===== src/hw/rtl/ecgmx_pkg.sv =====
package ecgmx_pkg;

	// fixed field widths
	localparam int SMP_W      = 12;
	localparam int TV_W       = 13;
	localparam int POS_W      = 12;
	localparam int SLOT_OUT_W = 5;
	localparam int CFG_W      = 12;

	// register port
	localparam int APB_DW = 32;
	localparam int APB_AW = 3;

	// transform scaling: (max + min - 2x) * GAIN >> GAIN_SHIFT
	localparam int GAIN       = 10;
	localparam int GAIN_SHIFT = 4;

	localparam logic [CFG_W-1:0] PEAK_THR_RST = 12'd140;
	localparam logic [CFG_W-1:0] FEAT_THR_RST = 12'd5;

	// register indexes
	localparam logic REG_PEAK_THR = 1'b0;
	localparam logic REG_FEAT_THR = 1'b1;

	// default sizing
	localparam int RING_DEPTH_DEF  = 512;
	localparam int HALF_WINDOW_DEF = 16;
	localparam int LOOK_MARGIN_DEF = 40;
	localparam int LAPS_DEF        = 4;
	localparam int TABLE_SLOTS_DEF = 32;

	typedef enum logic [2:0] {
		ST_IDLE,
		ST_READ,
		ST_DRAIN,
		ST_CALC,
		ST_DECIDE
	} seq_state_t;

	// window accumulator control
	typedef struct packed {
		logic clear;
		logic valid;
	} win_ctl_t;

endpackage


===== src/hw/rtl/ecgmx_window.sv =====
module ecgmx_window #(
	parameter int HALF_WINDOW = ecgmx_pkg::HALF_WINDOW_DEF,
	localparam int LAST = 2 * HALF_WINDOW + 2,
	localparam int KW = $clog2(LAST + 1)
) (
	input  logic                               clk,
	input  logic                               arst_n,
	input  ecgmx_pkg::win_ctl_t                ctl,
	input  logic [KW-1:0]                      tap,
	input  logic signed [ecgmx_pkg::SMP_W-1:0] rd_data,
	output logic signed [ecgmx_pkg::TV_W-1:0]  tf_d,
	output logic signed [ecgmx_pkg::TV_W-1:0]  tf_m,
	output logic signed [ecgmx_pkg::TV_W-1:0]  tf_o,
	output logic signed [ecgmx_pkg::SMP_W-1:0] raw_mid
);
	import ecgmx_pkg::*;

	logic signed [TV_W-1:0]  tf_all [3];
	logic signed [SMP_W-1:0] cx_all [3];

	// three overlapping windows over one sweep: window j covers taps j .. j+2S
	for (genvar j = 0; j < 3; j++) begin : g_acc
		logic signed [SMP_W-1:0] mx_q, mn_q, cx_q;
		logic                    in_win, is_ctr;
		logic signed [SMP_W+1:0] sum;
		logic signed [SMP_W+5:0] scaled, shifted;

		assign in_win = (tap >= KW'(j)) && (tap <= KW'(j + 2 * HALF_WINDOW));
		assign is_ctr = tap == KW'(j + HALF_WINDOW);

		always_ff @(posedge clk) begin
			if (ctl.clear) begin
				mx_q <= '0;
				mn_q <= '0;
			end else if (ctl.valid && in_win) begin
				if (rd_data > mx_q)
					mx_q <= rd_data;
				if (rd_data < mn_q)
					mn_q <= rd_data;
			end
			if (ctl.valid && is_ctr)
				cx_q <= rd_data;
		end

		assign cx_all[j] = cx_q;

		assign sum = (SMP_W+2)'(mx_q) + (SMP_W+2)'(mn_q) - ((SMP_W+2)'(cx_q) <<< 1);
		assign scaled = (SMP_W+6)'(sum) * (SMP_W+6)'(GAIN);
		// arithmetic shift gives the floor for negative values
		assign shifted = scaled >>> GAIN_SHIFT;
		assign tf_all[j] = shifted[TV_W-1:0];
	end

	assign tf_d    = tf_all[0];
	assign tf_m    = tf_all[1];
	assign tf_o    = tf_all[2];
	assign raw_mid = cx_all[1];

	a_tap_range: assert property (@(posedge clk) disable iff (!arst_n)
		ctl.valid |-> tap <= KW'(LAST))
		else $error("window tap beyond sweep");

	a_clear_alone: assert property (@(posedge clk) disable iff (!arst_n)
		ctl.clear |-> !ctl.valid)
		else $error("window cleared while data arrives");

endmodule


===== config.mk =====
export PLATFORM = sky130hd
export DESIGN_NAME = ecgmx_window
export DESIGN_NICKNAME = d
export VERILOG_FILES = /design/src/hw/rtl/ecgmx_pkg.sv /design/src/hw/rtl/ecgmx_window.sv
export SDC_FILE = /design/constraint.sdc
export NUM_CORES = 1
export LEC_CHECK = 0
export CORE_MARGIN = 4
export CORE_UTILIZATION = 70
export DETAILED_ROUTE_END_ITERATION = 10
export DONT_BUFFER_PORTS = 1
export HOLD_SLACK_MARGIN = 0.06
export PLACE_DENSITY_LB_ADDON = 0.12
export SYNTH_ARGS = -nofsm -noshare
export SYNTH_HDL_FRONTEND = slang
export SYNTH_SLANG_ARGS = --single-unit

===== constraint.sdc =====
create_clock -name clk -period 13.59 [get_ports clk]
set_input_delay 2.718 -clock clk [delete_from_list [all_inputs] [get_ports clk]]
set_output_delay 2.718 -clock clk [all_outputs]
set_load 0.005 [all_outputs]

==> summary.md <==
| Metric | Value |
|---|---|
| Clock transition at the registers of the reported paths | 80 ps |
| Area share of the largest cell type after synthesis | 0.2101 |
| Max-slew headroom | 0.2289 |
| Status | completed |
| Layout cell share with drive strength beyond 1 | 0.03470 |
| Antenna Cells | 0 |
| EDFF count, synth | 36 |
| CORE AREA | 14,040 µm² |
| Starting density of the core | 0.7209 |
| Post-CTS resize count | 0 |
| CP endpoint | tf_m[12] |
| Row count | 43 |
| WL/cell | approximately 17 µm |
| Worst skew pair latency | 360 ps |
| Grt total ovfl | 0 |
| R2R cell count | 7 |
| Chip height | roughly 130 µm |
| First-pass GRT wire length | 36,560 µm |
| Hold buffer count at cts | 0 |
| # setup viols final | 0 |
| Crit Path Class | reg -> out |
| FFs w/ async S/R, synth | 0 |
| Pwr/cell area | between 100 and 150 nW/µm² |
| Area delta synth->final | 4.660% |
| Setup TNS Final | 0 ps |
| Arr. time, crit path | between 5000 and 6000 ps |
| CTS tree | built |
| Net count, final | 1,321 |
| Maximum vdd drop | 0.09162 mV |
| Total CTS buffers | 9 |
| Post-Route WL | 21,610 µm |
| Worst r2r dst | g_acc[1].mn_q[1] |
| Synth Instances | 1,095 |
| GRT Overall Usage | 0.2738 |
| # fillers | 1,079 |
| RSZ-0062 raised after global routing | no |
| Remaining antenna violation count | 0 |
| Pleak | 0.004814 µW |
| Total Power | between 1000 and 1500 µW |
| CP required | between 10,000 and 15,000 ps |
| Area contributors post-synth | ha_1 (21%), dfxtp_1 (14%), edfxtp_1 (11%) |
| CTS HTree Levels | 3 |
| Main flop type after synthesis | dfxtp_1 |
| Skew final | 13.17 ps |
| Synth cell types | 62 |
| Initial antenna violation count | 0 |
| Via density | 5.966 |
| Mapped Nets | 1,326 |
| Peak Freq | 0.1283 GHz |
| First-pass iteration count of the detailed router | 5 |
| Hold Crit Class | reg -> reg |
| IO Pins | 73 |
| Yosys reg bits | 108 |
| Synth Cell Area | 10,120 µm² |
| Dpl hpwl | 16,990 µm |
| Largest area contributor in the synthesized netlist | ha_1 |
| Setup Buffers After CTS | 0 |
| Tcrit/Tclk final | 0.5733 |
| Max-cap viol count | 0 |
| Max Slew Vio Count | 0 |
| Largest net degree at the start of global routing | 85 |
| GPL Wtd Cong | about 0.85 |
| Hold Violations, Final | 0 |
| Setup crit end kind | primary output |
| CTS sink count | 108 |
| Worst-Margin Slew | 1134 ps |
| Detailed router's first-iteration violation count | 421 |
| Synth Warn # | 0 |
| R2R setup slack | 10,600 ps |
| Post-synthesis sequential area ratio | 0.2492 |
| Syn_area_per_cell | around 9.2 µm² |
| Minimum clock period | 7792 ps |
| Die Width | approximately 130 µm |
| Crit start category | register |
| Worst r2r src | g_acc[1].mn_q[11] |
| Die Footprint | between 15,000 and 20,000 µm² |
| Longest Clk Path Bufs | 2 |
| Root buf cell | clkbuf_16 |
| Via count | roughly 7,600 |
| PortBufs | 0 |
| CP Launch Point | raw_mid[1] |
| Drt drc | 0 |
| Vias in the first global route | 7,670 |
| Crit path max fanout | 4 |
[cell usage in the layout (no fill, tap or decap), types with 7 or more instances in the layout]
cell type	Yosys	layout
xor2_1	28	28
o21bai_1	10	10
inv_1	155	155
nand4_1	17	17
o21ai_0	53	53
nand3_1	8	8
nand2b_1	44	44
o21a_1	9	9
ha_1	170	170
a21o_1	30	30
dfxtp_1	72	72
nor2b_1	16	16
edfxtp_1	36	36
a21oi_1	65	65
nor3_1	16	15
nand2_1	21	21
and2_1	7	7
fa_1	39	39
mux2i_1	50	50
nor2_1	74	74
clkbuf_16	0	9
xnor2_1	57	57
nand3b_1	24	24
[critical path: stages (launching register included)]
cell and delay, ps:
edfxtp_1 460, fa_1 570, inv_1 50, ha_1 350
nor2b_1 180, o31ai_2 260, a21boi_0 420, ha_1 340
fa_1 460, a21o_1 180, a21oi_1 210, o21ai_0 150
o41ai_1 540, o21ai_0 180, a21oi_1 220, xnor2_1 170
[final cells by class]
cell class	instances	area, µm²	share of cell area
multi-input combinational	812	6924	0.6535
sequential	108	2522	0.2381
inverter	155	581.8	0.05491
clock buffer	9	225.2	0.02126
tap	180	225.2	0.02126
clock inverter	7	86.33	0.008148
timing repair buffer	4	30.03	0.002834
[worst min path at each step]
| stage | start | end | slack (ps) | depth (start not counted) |
|---|---|---|---|---|
| finish | g_acc[0].mn_q[3] | g_acc[0].mn_q[3] | 480 | 2 |
| global route | g_acc[0].mn_q[6] | g_acc[0].mn_q[6] | 490 | 2 |
| CTS | g_acc[2].mn_q[3] | g_acc[2].mn_q[3] | 480 | 2 |
| detailed placement | g_acc[1].mn_q[8] | g_acc[1].mn_q[8] | 470 | 2 |
| global placement | g_acc[0].mn_q[3] | g_acc[0].mn_q[3] | 460 | 2 |
| floorplan | g_acc[1].mn_q[10] | g_acc[1].mn_q[10] | 450 | 2 |
[per-layer routing]
layer	routed length, µm	vias up	part of all wire	track usage
met5	0	-	0	0
met4	737	0	0.034	0.09613
met3	966	45	0.045	0.04500
met2	10220	157	0.47	0.4523
met1	9686	3626	0.45	0.3640
li1	-	3779	-	-
[state kept, by name, summed over array words and instances, names as in the netlist]
signal,flops
g_acc.mn_q,36
g_acc.mx_q,36
g_acc.cx_q,24
raw_mid,12
[cells by family after synthesis]
family,count (synthesis),share of synthesized area
XOR/XNOR,85,0.07354
AO/OA/AOI/OAI,216,0.1339
adder cells (fa/ha/maj),209,0.2872
multiplexers,52,0.05216
AND/OR/NAND/NOR,250,0.1357
flip-flops,108,0.2492
buffers and inverters,175,0.06835
[stage by stage]
step | setup WS, ps | cells | util | area [µm²] | hold slack (ps)
detailed placement | 6143 | 1259 | 0.7323 | 10280 | 466.7
global placement | 6193 | 1259 | 0.7323 | 10280 | 460.3
finish | 5798 | 1275 | 0.7545 | 10600 | 479.0
floorplan | 6672 | 1095 | - | 10120 | 452.4
global route | 5387 | 1275 | 0.7545 | 10600 | 494.4
CTS | 5723 | 1275 | 0.7545 | 10600 | 481.8
[Yosys cell counts (all sizes together) (6+ instances only)]
cell type and n:
a21oi 65, mux2i 52, nor2b 16, a21o 30, clkbuf 12, nor3b 6
nand3b 24, nor3 16, nor2 74, edfxtp 36, inv 155, dfxtp 72
ha 170, and2 7, xnor2 57, nand4 17, o21bai 10, xor2 28
fa 39, nand2 22, o21ai 58, nand2b 44, o21a 9, buf 6
nand3 8
[where the power goes]
group	switching, µW	total [µW]	leakage [µW]	internal (µW)
clock network	141	274	0.000151	133
logic	383	696	0.00375	313
registers	6.94	352	0.000910	345
No activity file was read; power rests on OpenSTA's default activity.
