[config.mk]
export PLATFORM = sky130hd
export DESIGN_NAME = ecgmx_apb
export DESIGN_NICKNAME = d
export VERILOG_FILES = /design/src/hw/rtl/ecgmx_pkg.sv /design/src/hw/rtl/ecgmx_apb.sv
export SDC_FILE = /design/constraint.sdc
export NUM_CORES = 1
export LEC_CHECK = 0
export ABC_CLOCK_PERIOD_IN_PS = 1150
export BUFFER_PORTS_ARGS = -buffer_cell sky130_fd_sc_hd__buf_4
export CORE_ASPECT_RATIO = 1.4
export CORE_MARGIN = 2
export CORE_UTILIZATION = 41
export CTS_BUF_LIST = sky130_fd_sc_hd__clkbuf_8
export DETAILED_ROUTE_END_ITERATION = 6
export PLACE_DENSITY = 0.82
export SYNTH_ARGS = -nofsm -noshare
export SYNTH_HDL_FRONTEND = slang
export SYNTH_SLANG_ARGS = --single-unit
[constraint.sdc]
create_clock -name clk -period 1.15 [get_ports clk]
set_input_delay 0.23 -clock clk [delete_from_list [all_inputs] [get_ports clk]]
set_output_delay 0.23 -clock clk [all_outputs]
set_load 0.02 [all_outputs]
[src/hw/rtl/ecgmx_pkg.sv]
package ecgmx_pkg;

	// fixed field widths
	localparam int SMP_W      = 12;
	localparam int TV_W       = 13;
	localparam int POS_W      = 12;
	localparam int SLOT_OUT_W = 5;
	localparam int CFG_W      = 12;

	// register port
	localparam int APB_DW = 32;
	localparam int APB_AW = 3;

	// transform scaling: (max + min - 2x) * GAIN >> GAIN_SHIFT
	localparam int GAIN       = 10;
	localparam int GAIN_SHIFT = 4;

	localparam logic [CFG_W-1:0] PEAK_THR_RST = 12'd140;
	localparam logic [CFG_W-1:0] FEAT_THR_RST = 12'd5;

	// register indexes
	localparam logic REG_PEAK_THR = 1'b0;
	localparam logic REG_FEAT_THR = 1'b1;

	// default sizing
	localparam int RING_DEPTH_DEF  = 512;
	localparam int HALF_WINDOW_DEF = 16;
	localparam int LOOK_MARGIN_DEF = 40;
	localparam int LAPS_DEF        = 4;
	localparam int TABLE_SLOTS_DEF = 32;

	typedef enum logic [2:0] {
		ST_IDLE,
		ST_READ,
		ST_DRAIN,
		ST_CALC,
		ST_DECIDE
	} seq_state_t;

	// window accumulator control
	typedef struct packed {
		logic clear;
		logic valid;
	} win_ctl_t;

endpackage

[src/hw/rtl/ecgmx_apb.sv]
module ecgmx_apb (
	input  logic                              clk,
	input  logic                              arst_n,
	input  logic                              psel,
	input  logic                              penable,
	input  logic                              pwrite,
	input  logic [ecgmx_pkg::APB_AW-1:0]      paddr,
	input  logic [ecgmx_pkg::APB_DW-1:0]      pwdata,
	output logic [ecgmx_pkg::APB_DW-1:0]      prdata,
	output logic                              pready,
	output logic [ecgmx_pkg::CFG_W-1:0]       peak_thr,
	output logic [ecgmx_pkg::CFG_W-1:0]       feat_thr
);
	import ecgmx_pkg::*;

	logic             wr_en;
	logic             reg_sel;
	logic [CFG_W-1:0] peak_thr_q, feat_thr_q;

	assign pready  = 1'b1;
	assign wr_en   = psel && penable && pwrite && pready;
	assign reg_sel = paddr[2];

	always_ff @(posedge clk or negedge arst_n) begin
		if (!arst_n) begin
			peak_thr_q <= PEAK_THR_RST;
			feat_thr_q <= FEAT_THR_RST;
		end else if (wr_en) begin
			case (reg_sel)
				REG_PEAK_THR: peak_thr_q <= pwdata[CFG_W-1:0];
				REG_FEAT_THR: feat_thr_q <= pwdata[CFG_W-1:0];
				default: ;
			endcase
		end
	end

	always_comb begin
		case (reg_sel)
			REG_PEAK_THR: prdata = APB_DW'(peak_thr_q);
			REG_FEAT_THR: prdata = APB_DW'(feat_thr_q);
			default:      prdata = '0;
		endcase
	end

	assign peak_thr = peak_thr_q;
	assign feat_thr = feat_thr_q;

endmodule

==> impl_summary.log, run 1 <==
[metrics] Max rail drop VDD: between 0.001 and 0.0015 V
[metrics] # setup viols final: 19
[metrics] diode count: 0
[metrics] violations in the final reports: setup timing
[metrics] status: complete, but fails checks
[metrics] clock transition time at the flip-flop clock pins of the worst setup and hold paths: 90 ps
[metrics] total CTS buffers: 3
[metrics] Setup Slack @ Placement: -69.9 ps
[metrics] switch share: 0.313
[metrics] setup repair after global routing missed its margin: yes
[metrics] Top-Level Pins: a little under 100
[metrics] register bit total from synthesis: 24
[metrics] post-layout min period: between 1000 and 1500 ps
[metrics] IO Port Bufs: 53
[metrics] final std cells w/o fill: 213
[metrics] highest-count cells in the layout ignoring fill and taps: sky130_fd_sc_hd__buf_6 (57), sky130_fd_sc_hd__buf_4 (27), sky130_fd_sc_hd__conb_1 (21)
[metrics] filler instances: 213
[metrics] Detailed Place HPWL: about 2.0 mm
[metrics] Int Power: 2.79 mW
[metrics] Pre-Repair DR Iteration Count: 2
[metrics] Comb pwr share: 0.525
[metrics] number of hold-slack violations in the final timing report: 0
[metrics] share of total power in sequential cells: 0.296
[metrics] FF/Latch Area: 607 sq um
[metrics] CTS H-Tree Depth: 1
[metrics] netlist area before placement: approximately 1300 sq um
[metrics] vertical die dimension: about 70 um
[metrics] total track usage: 0.186
[metrics] commonest non-fill, non-tap cell in the layout: sky130_fd_sc_hd__buf_6
[metrics] core outline area: between 3000 and 4000 sq um
[metrics] overall die area: 3590 sq um
[metrics] drt via density: 4.51
[metrics] NumNets Final: 215
[metrics] Placed Area: 1670 sq um
[metrics] data arrival time of the critical path: between 1000 and 1500 ps
[metrics] number of standard cells after synthesis: 88
[metrics] post-route clock period utilization: 1.14
[metrics] Layout Utilization: 0.730
[metrics] max-slew violation count: 0
[metrics] Root Driver: sky130_fd_sc_hd__clkbuf_8
[metrics] Pwr Total: a little over 4 mW
[metrics] wire length per cell: 15.3 um
[metrics] effective utilization at floorplan: 0.422
[metrics] portion of the post-synthesis area used by sequential elements: 0.475
[metrics] leakage power figure: 1.15 nW
[metrics] DRC violation count after routing: 0
[metrics] clock network latency to the later pin of the worst-skew pair: between 200 and 300 ps
[metrics] layout overhead on the synthesized area: 73.1%
[metrics] crit path max fanout: 2
[metrics] routability cong.: 0.707
[metrics] total number of vias: between 900 and 1000
[metrics] number of global-route vias before repair: approximately 1000
[metrics] Startpoint Class: flip-flop
[metrics] number of max-cap violations: 0
[metrics] Critical Path RT: just over 900 ps
[metrics] layout cells sized above 1: 0.764
[metrics] largest net degree at the start of global routing: 25
[metrics] Core Rows: 24
[metrics] relative contribution of the clock network to total power: 0.180
[metrics] number of distinct library cells after synthesis: 10
[metrics] Min-Delay Path Class: in -> reg
[metrics] total gr overflow: 0
[metrics] Total Wirelength: 3.26 mm
[metrics] power per cell area: 1830 nW/um^2
[metrics] width of the chip: 51.2 um
[metrics] highest achievable clock rate: approximately 0.76 GHz
[metrics] Crit Path Class: reg -> out
[metrics] Post-Synthesis Mean Instance Area: between 10 and 15 sq um
[metrics] antenna violations before repair: 0
[metrics] Final Skew: 0 ps
[metrics] cell count after placement: 180
[metrics] kind of end point of the critical path: primary output
[metrics] Routed Antenna Nets: 0
[metrics] Max Root-Sink Buffers: 2
[metrics] clock sink count: 24
[metrics] power spent charging and discharging nets: 1.27 mW
[metrics] Non-Filler Cell Area, Final: 2210 sq um
[metrics] first-pass GRT wire length: 4.94 mm
[metrics] Yosys Warn Count: 0
[metrics] Detailed Route Iter0 Violations: 7
[metrics] TritonCTS clock tree: built
[metrics] final worst slack: -158 ps
[metrics] total area of multi-input combinational cells: 592 sq um
-- cell families (layout without fill, tap and decap cells) --
group,count (synthesis),after routing,synth area share
flip-flops,24,24,0.475
AND/OR/NAND/NOR,2,2,0.0284
buffers and inverters,24,91,0.145
other,2,21,0.00587
multiplexers,36,36,0.346
-- power groups by stage --
stage                     registers, mW  clock network (mW)  logic, mW
after floorplan                    1.43                   0      0.595
after detailed placement           1.22                   0       1.36
after global routing               1.22               0.800       2.23
after global placement             1.20                   0       1.34
final                              1.20               0.729       2.13
after CTS                          1.18               0.749       1.92
-- per-stage QoR --
| step | hold WS, ps | TNS [ps] |
|---|---|---|
| floorplan | -65.6 | 0 |
| global placement | 137 | -852 |
| detailed placement | 146 | -1040 |
| CTS | 196 | -2100 |
| global route | 188 | -3470 |
| finish | 204 | -2380 |
-- final cells by class --
class,instances,area share
Timing Repair Buffer,87,0.404
Sequential cell,24,0.274
Clock inverter,1,0.0136
Clock buffer,3,0.0187
Multi-Input combinational cell,59,0.267
Tap cell,39,0.0220
-- worst max-delay path, cell delays in order, from the launching register on --
cell and delay, ps:
sky130_fd_sc_hd__dfrtp_1 420, sky130_fd_sc_hd__mux2_4 270, sky130_fd_sc_hd__buf_6 130
-- cells in the mapped netlist --
library cell,n,area share
sky130_fd_sc_hd__buf_2,1,0.0039
sky130_fd_sc_hd__dfstp_2,5,0.10
sky130_fd_sc_hd__conb_1,2,0.0059
sky130_fd_sc_hd__mux2_4,10,0.12
sky130_fd_sc_hd__dfrtp_1,19,0.37
sky130_fd_sc_hd__buf_4,21,0.12
sky130_fd_sc_hd__nand4_2,1,0.0098
sky130_fd_sc_hd__nand4b_4,1,0.019
sky130_fd_sc_hd__mux2_2,26,0.23
sky130_fd_sc_hd__buf_6,2,0.018
-- registers in the layout, indices dropped and copies added (netlist names) --
signal and flops:
feat_thr 12, peak_thr 12
-- layer usage --
layer / GRT usage / wire (um) / vias to the layer above
met5: 0 / 0 / -
met4: 0.0691 / 71 / 0
met3: 0.0278 / 145 / 6
met2: 0.346 / 1930 / 42
met1: 0.203 / 1110 / 479
li1: - / - / 433
-- final timing paths --
path                                          from                  endpoint  slack, ps  cells after the start
setup / recovery           feat_thr[5]$_DFFE_PN0P_                 prdata[5]       -160                      2
hold / removal                          pwdata[11]  peak_thr[11]$_DFFE_PN0P_        200                      2
setup reg to reg           peak_thr[5]$_DFFE_PN0P_   peak_thr[5]$_DFFE_PN0P_        130                      3
hold reg to reg            feat_thr[4]$_DFFE_PN0P_   feat_thr[4]$_DFFE_PN0P_        620                      2
max in group asynchronous                   arst_n   feat_thr[0]$_DFFE_PN1P_        430                      2
min in group asynchronous                   arst_n   peak_thr[6]$_DFFE_PN0P_        430                      2
-- what timing repair did --
action / CTS / global route
gates resized for setup: 45 / 21
hold buffers: 1 / 0
setup buffers: 20 / 10
endpoints found under the setup margin: 17 / 35
pin swaps: 0 / 0
endpoints found under the hold margin: 19 / 0
cloned: 0 / 0
No activity file was read; power rests on OpenSTA's default activity.
==> inputs of run 2 (changes only) <==
--- a/config.mk
+++ b/config.mk
@@ -5,7 +5,6 @@
 export SDC_FILE = /design/constraint.sdc
 export NUM_CORES = 1
 export LEC_CHECK = 0
-export ABC_CLOCK_PERIOD_IN_PS = 1150
 export BUFFER_PORTS_ARGS = -buffer_cell sky130_fd_sc_hd__buf_4
 export CORE_ASPECT_RATIO = 1.4
 export CORE_MARGIN = 2
@@ -13,6 +12,7 @@
 export CTS_BUF_LIST = sky130_fd_sc_hd__clkbuf_8
 export DETAILED_ROUTE_END_ITERATION = 6
 export PLACE_DENSITY = 0.82
+export RECOVER_POWER = 25
 export SYNTH_ARGS = -nofsm -noshare
 export SYNTH_HDL_FRONTEND = slang
 export SYNTH_SLANG_ARGS = --single-unit
==> impl_summary.log, run 2 (synthesis gave the netlist of run 1 again) <==
[metrics] status: complete, but fails checks
[metrics] violations in the final reports: setup timing
[metrics] clock sink count: 24 (unchanged)
[metrics] Root Driver: sky130_fd_sc_hd__clkbuf_8
[metrics] largest net degree at the start of global routing: 25 (unchanged)
[metrics] width of the chip: 51.2 um (unchanged)
[metrics] Min-Delay Path Class: in -> reg
[metrics] layout overhead on the synthesized area: 72.9%
[metrics] effective utilization at floorplan: 0.422 (unchanged)
[metrics] clock transition time at the flip-flop clock pins of the worst setup and hold paths: 90 ps (about the same)
[metrics] post-layout min period: 1310 ps (-1.06 ps)
[metrics] Detailed Route Iter0 Violations: 6 (-1)
[metrics] TritonCTS clock tree: built
[metrics] Pre-Repair DR Iteration Count: 2 (unchanged)
[metrics] power per cell area: 1840 nW/um^2 (about the same)
[metrics] Layout Utilization: 0.729 (-0.000825)
[metrics] highest-count cells in the layout ignoring fill and taps: sky130_fd_sc_hd__buf_6 (57), sky130_fd_sc_hd__buf_4 (26), sky130_fd_sc_hd__conb_1 (21)
[metrics] Max Root-Sink Buffers: 2 (unchanged)
[metrics] number of hold-slack violations in the final timing report: 0 (unchanged)
[metrics] max-slew violation count: 0 (unchanged)
[metrics] Setup Slack @ Placement: -69.9 ps (unchanged)
[metrics] core outline area: 3030 sq um (unchanged)
[metrics] FF/Latch Area: 607 sq um (unchanged)
[metrics] IO Port Bufs: 53 (unchanged)
[metrics] wire length per cell: 15.3 um (-0.12%)
[metrics] antenna violations before repair: 0 (unchanged)
[metrics] Startpoint Class: flip-flop
[metrics] Total Wirelength: 3.25 mm (-0.12%)
[metrics] setup repair after global routing missed its margin: yes
[metrics] overall die area: 3590 sq um (unchanged)
[metrics] Crit Path Class: reg -> out
[metrics] Worst Hold Depth: 2 (unchanged)
[metrics] crit path max fanout: 2 (unchanged)
[metrics] highest achievable clock rate: 0.765 GHz (about the same)
[metrics] clock network latency to the later pin of the worst-skew pair: 260 ps (about the same)
[metrics] final worst slack: -157 ps (+1.06 ps)
[metrics] transition time of the tightest slew-check pin: 609 ps
[metrics] vertical die dimension: 70.1 um (unchanged)
[metrics] # setup viols final: 19 (unchanged)
[metrics] first-pass GRT wire length: 4.94 mm (unchanged)
[metrics] setup TNS: -2380 ps (+3.56 ps)
[metrics] final std cells w/o fill: 213 (unchanged)
[metrics] drt via density: 4.53 (+0.42%)
[metrics] leakage power figure: 1.15 nW (about the same)
[metrics] CTS H-Tree Depth: 1 (unchanged)
[metrics] beginning of the worst hold path: pwdata[11]
[metrics] data arrival time of the critical path: 1080 ps (about the same)
[metrics] layout cells sized above 1: 0.764 (unchanged)
[metrics] diode count: 0 (unchanged)
[metrics] number of max-cap violations: 0 (unchanged)
[metrics] Critical Path RT: 920 ps (about the same)
[metrics] total number of vias: 964 (+0.42%)
[metrics] routability cong.: 0.707 (unchanged)
[metrics] Core Rows: 24 (unchanged)
[metrics] total area of multi-input combinational cells: 592 sq um (unchanged)
[metrics] Worst R2R Path Depth: 3 (unchanged)
[metrics] worst rel slew slack: 0.594
[metrics] filler instances: 214 (+0.47%)
[metrics] post-route clock period utilization: 1.14 (about the same)
[metrics] worst reg-to-reg setup slack: 130 ps (about the same)
[metrics] NumNets Final: 215 (unchanged)
[metrics] timing startpoint of the critical path: feat_thr[5]$_DFFE_PN0P_
[metrics] Max rail drop VDD: 0.00142 V (about the same)
[metrics] total gr overflow: 0 (unchanged)
[metrics] Routed Antenna Nets: 0 (unchanged)
[metrics] total CTS buffers: 3 (unchanged)
[metrics] cell count after placement: 180 (unchanged)
[metrics] Hold Slack: 204 ps (unchanged)
[metrics] total track usage: 0.186 (unchanged)
[metrics] commonest non-fill, non-tap cell in the layout: sky130_fd_sc_hd__buf_6
[metrics] Top-Level Pins: 97 (unchanged)
[metrics] number of global-route vias before repair: 1017 (unchanged)
[metrics] kind of end point of the critical path: primary output
[metrics] DRC violation count after routing: 0 (unchanged)
[metrics] Final Skew: 0 ps (unchanged)
[metrics] FF-to-FF Start: peak_thr[5]$_DFFE_PN0P_
[metrics] Detailed Place HPWL: 2.00 mm (unchanged)
==> run 2: path summary, 6_finish.rpt <==
kind	end
setup reg to reg	peak_thr[5]$_DFFE_PN0P_
hold reg to reg	feat_thr[4]$_DFFE_PN0P_
setup / recovery	prdata[5]
hold / removal	peak_thr[11]$_DFFE_PN0P_
max in group asynchronous	peak_thr[5]$_DFFE_PN0P_
min in group asynchronous	peak_thr[6]$_DFFE_PN0P_
==> run 2: final cells by class <==
type,count,share of cell area
Clock inverter,1,0.0136
Clock buffer,3,0.0187
Multi-Input combinational cell,59,0.268
Timing Repair Buffer,87,0.404
Tap cell,39,0.0221
Sequential cell,24,0.274
==> run 2: report_power, final <==
group | leakage [nW] | internal, mW | switching [mW]
clock | 0.0357 | 0.465 | 0.264
sequential | 0.281 | 1.06 | 0.141
combinational | 0.829 | 1.26 | 0.867
total | 1.15 | 2.79 | 1.27
==> run 2: per-layer routing <==
metal | part of all wire | vias up | track usage | wire length, um
li1 | - | 434 | - | -
met2 | 0.59 | 44 | 0.346 | 1910
met1 | 0.34 | 478 | 0.203 | 1100
met5 | 0 | - | 0 | 0
met4 | 0.027 | 0 | 0.0691 | 87
met3 | 0.046 | 8 | 0.0278 | 149
==> run 2: timing repair <==
item | in CTS | in global routing
setup buffers | 20 | 10
hold buffers | 1 | 0
resized for setup | 45 | 21
setup endpoints to repair | 17 | 35
endpoints found under the hold margin | 19 | 0
==> run 2: stage by stage <==
step	power (mW)	cell area [sq um]
3_5_place_dp	2.58	1670
5_1_grt	4.25	2210
3_3_place_gp	2.54	1670
2_1_floorplan	2.02	1350
6_report	4.06	2210
4_1_cts	3.84	2070
==> run 2: worst max-delay path, stage by stage, from the launching register on <==
cell and delay (ps):
sky130_fd_sc_hd__dfrtp_1 420, sky130_fd_sc_hd__mux2_4 270, sky130_fd_sc_hd__buf_6 130
==> inputs of run 3 (changes only) <==
--- a/config.mk
+++ b/config.mk
@@ -8,10 +8,10 @@
 export BUFFER_PORTS_ARGS = -buffer_cell sky130_fd_sc_hd__buf_4
 export CORE_ASPECT_RATIO = 1.4
 export CORE_MARGIN = 2
-export CORE_UTILIZATION = 41
+export CORE_UTILIZATION = 37
 export CTS_BUF_LIST = sky130_fd_sc_hd__clkbuf_8
 export DETAILED_ROUTE_END_ITERATION = 6
-export PLACE_DENSITY = 0.82
+export PLACE_DENSITY = 0.78
 export RECOVER_POWER = 25
 export SYNTH_ARGS = -nofsm -noshare
 export SYNTH_HDL_FRONTEND = slang
==> constraint.sdc (replaced) <==
create_clock -name clk -period 1.09 [get_ports clk]
set_input_delay 0.218 -clock clk [delete_from_list [all_inputs] [get_ports clk]]
set_output_delay 0.218 -clock clk [all_outputs]
set_load 0.02 [all_outputs]
==> impl_summary.log, run 3 (synthesis gave the netlist of run 1 again) <==
[metrics] status: complete, but fails checks
[metrics] violations in the final reports: setup timing
[metrics] wire length per cell: 14.7 um (-3.9%)
[metrics] Routed Antenna Nets: 0 (unchanged)
[metrics] layout overhead on the synthesized area: 71.1%
[metrics] number of global-route vias before repair: 1036 (+1.9%)
[metrics] transition time of the tightest slew-check pin: 605 ps (-3.73 ps)
[metrics] NumNets Final: 217 (+0.93%)
[metrics] power per cell area: 1870 nW/um^2 (+1.9%)
[metrics] Total Wirelength: 3.17 mm (-2.5%)
[metrics] setup repair after global routing missed its margin: yes
[metrics] Critical Path RT: 870 ps (-50 ps)
[metrics] clock sink count: 24 (unchanged)
[metrics] Placed Area: 1690 sq um (+0.97%)
[metrics] Max rail drop VDD: 0.00133 V (-6.5%)
[metrics] total gr overflow: 0 (unchanged)
[metrics] Root Driver: sky130_fd_sc_hd__clkbuf_8
[metrics] commonest non-fill, non-tap cell in the layout: sky130_fd_sc_hd__buf_6
[metrics] clock transition time at the flip-flop clock pins of the worst setup and hold paths: 80 ps (about the same)
[metrics] Detailed Route Iter0 Violations: 10 (+4)
[metrics] leakage power figure: 1.15 nW (about the same)
[metrics] highest-count cells in the layout ignoring fill and taps: sky130_fd_sc_hd__buf_6 (50), sky130_fd_sc_hd__buf_4 (35), sky130_fd_sc_hd__conb_1 (21)
[metrics] core outline area: 3350 sq um (+10%)
[metrics] crit path max fanout: 2 (unchanged)
[metrics] antenna violations before repair: 0 (unchanged)
[metrics] Crit Path Class: reg -> out
[metrics] largest net degree at the start of global routing: 25 (unchanged)
[metrics] number of hold-slack violations in the final timing report: 0 (unchanged)
[metrics] post-layout min period: 1290 ps
[metrics] worst rel slew slack: 0.597 (+0.00248)
[metrics] routability cong.: 0.684 (-3.4%)
[metrics] total number of vias: 978 (+1.5%)
[metrics] IO Port Bufs: 53 (unchanged)
[metrics] CTS H-Tree Depth: 1 (unchanged)
[metrics] beginning of the worst hold path: pwdata[7]
[metrics] Max Root-Sink Buffers: 2 (unchanged)
[metrics] Startpoint Class: flip-flop
[metrics] FF-to-FF Start: peak_thr[9]$_DFFE_PN0P_
[metrics] Final Skew: 0 ps (unchanged)
[metrics] # setup viols final: 36 (+17)
[metrics] DRC violation count after routing: 0 (unchanged)
[metrics] first-pass GRT wire length: 4.93 mm (-0.28%)
[metrics] final worst slack: -205 ps (-47.7 ps)
[metrics] effective utilization at floorplan: 0.382 (-0.0396)
[metrics] timing startpoint of the critical path: peak_thr[11]$_DFFE_PN0P_
[metrics] width of the chip: 53.7 um (+4.9%)
[metrics] TritonCTS clock tree: built
[metrics] post-route clock period utilization: 1.19
[metrics] max-slew violation count: 0 (unchanged)
[metrics] highest achievable clock rate: just under 0.8 GHz
[metrics] Min-Delay Path Class: in -> reg
[metrics] Layout Utilization: 0.654 (-0.0751)
[metrics] Non-Filler Cell Area, Final: 2190 sq um (-1.0%)
[metrics] Hold Slack: 190 ps (-14.0 ps)
[metrics] total track usage: 0.171 (-0.0148)
[metrics] data arrival time of the critical path: 1080 ps (about the same)
[metrics] Pwr Total: 4.09 mW (+0.89%)
[metrics] kind of end point of the critical path: primary output
[metrics] clock network latency to the later pin of the worst-skew pair: 260 ps (about the same)
[metrics] filler instances: 226 (+5.6%)
[metrics] Pre-Repair DR Iteration Count: 4 (+2)
[metrics] diode count: 0 (unchanged)
[metrics] Core Rows: 25 (+4.2%)
[metrics] total CTS buffers: 3 (unchanged)
[metrics] drt via density: 4.53 (about the same)
[metrics] Detailed Place HPWL: 2.01 mm (+0.30%)
[metrics] layout cells sized above 1: 0.767 (+0.00268)
[metrics] overall die area: 3950 sq um (+10%)
[metrics] number of max-cap violations: 0 (unchanged)
[metrics] vertical die dimension: 73.6 um (+5.0%)
[metrics] Top-Level Pins: 97 (unchanged)
## run 3: changes by cell type in the layout (fill, tap and decap cells not counted)
cell / delta
sky130_fd_sc_hd__buf_4: +9
sky130_fd_sc_hd__buf_6: -7
sky130_fd_sc_hd__bufinv_16: -1
sky130_fd_sc_hd__clkbuf_8: +1
sky130_fd_sc_hd__mux2_2: -1
sky130_fd_sc_hd__mux2_4: +1
## run 3: area by class of cell
cell class | count | area [sq um] | share of cell area
repair buffers | 89 | 881 | 0.403
flip-flops and latches | 24 | 607 | 0.277
multi-input cells | 59 | 596 | 0.272
clock buffers | 4 | 55.1 | 0.0252
well taps | 40 | 50.0 | 0.0229
## run 3: metal layers
| layer | share of wire | wire length [um] | vias to the layer above | global-route usage |
|---|---|---|---|---|
| met5 | 0 | 0 | - | 0 |
| met4 | 0.010 | 33 | 0 | 0.0513 |
| met3 | 0.071 | 226 | 4 | 0.0386 |
| met2 | 0.54 | 1720 | 56 | 0.294 |
| met1 | 0.38 | 1190 | 483 | 0.207 |
| li1 | - | - | 435 | - |
## run 3: final timing paths
path	cells past startpoint	end	slack, ps
worst max-delay path	2	prdata[11]	-200
min in group asynchronous	2	feat_thr[5]$_DFFE_PN0P_	490
max in group asynchronous	2	feat_thr[3]$_DFFE_PN0P_	210
worst min-delay path	2	feat_thr[7]$_DFFE_PN0P_	190
worst min register to register	2	peak_thr[10]$_DFFE_PN0P_	630
worst max register to register	3	peak_thr[9]$_DFFE_PN0P_	80
## run 3: through the flow
stage	std cells	setup slack, ps	setup TNS (ps)
CTS	211	-204	-3970
floorplan	107	61.9	0
global route	216	-233	-5110
finish	216	-205	-3950
global placement	183	-105	-2520
detailed placement	183	-117	-2850
## run 3: timing repair
| item | CTS | global route |
|---|---|---|
| setup buffers | 23 | 12 |
| gates resized for setup | 51 | 10 |
| hold endpoints to repair | 19 | 0 |
| hold buffers | 1 | 0 |
| endpoints found under the setup margin | 18 | 35 |
## run 3: report_power, final
part | switching [mW] | internal [mW]
logic | 0.935 | 1.31
clock network | 0.278 | 0.322
registers | 0.129 | 1.12
total | 1.34 | 2.75
## run 3: worst max-delay path, stage by stage, from the launching register on
cell and delay [ps]:
sky130_fd_sc_hd__dfrtp_1 400, sky130_fd_sc_hd__mux2_4 280, sky130_fd_sc_hd__buf_6 130
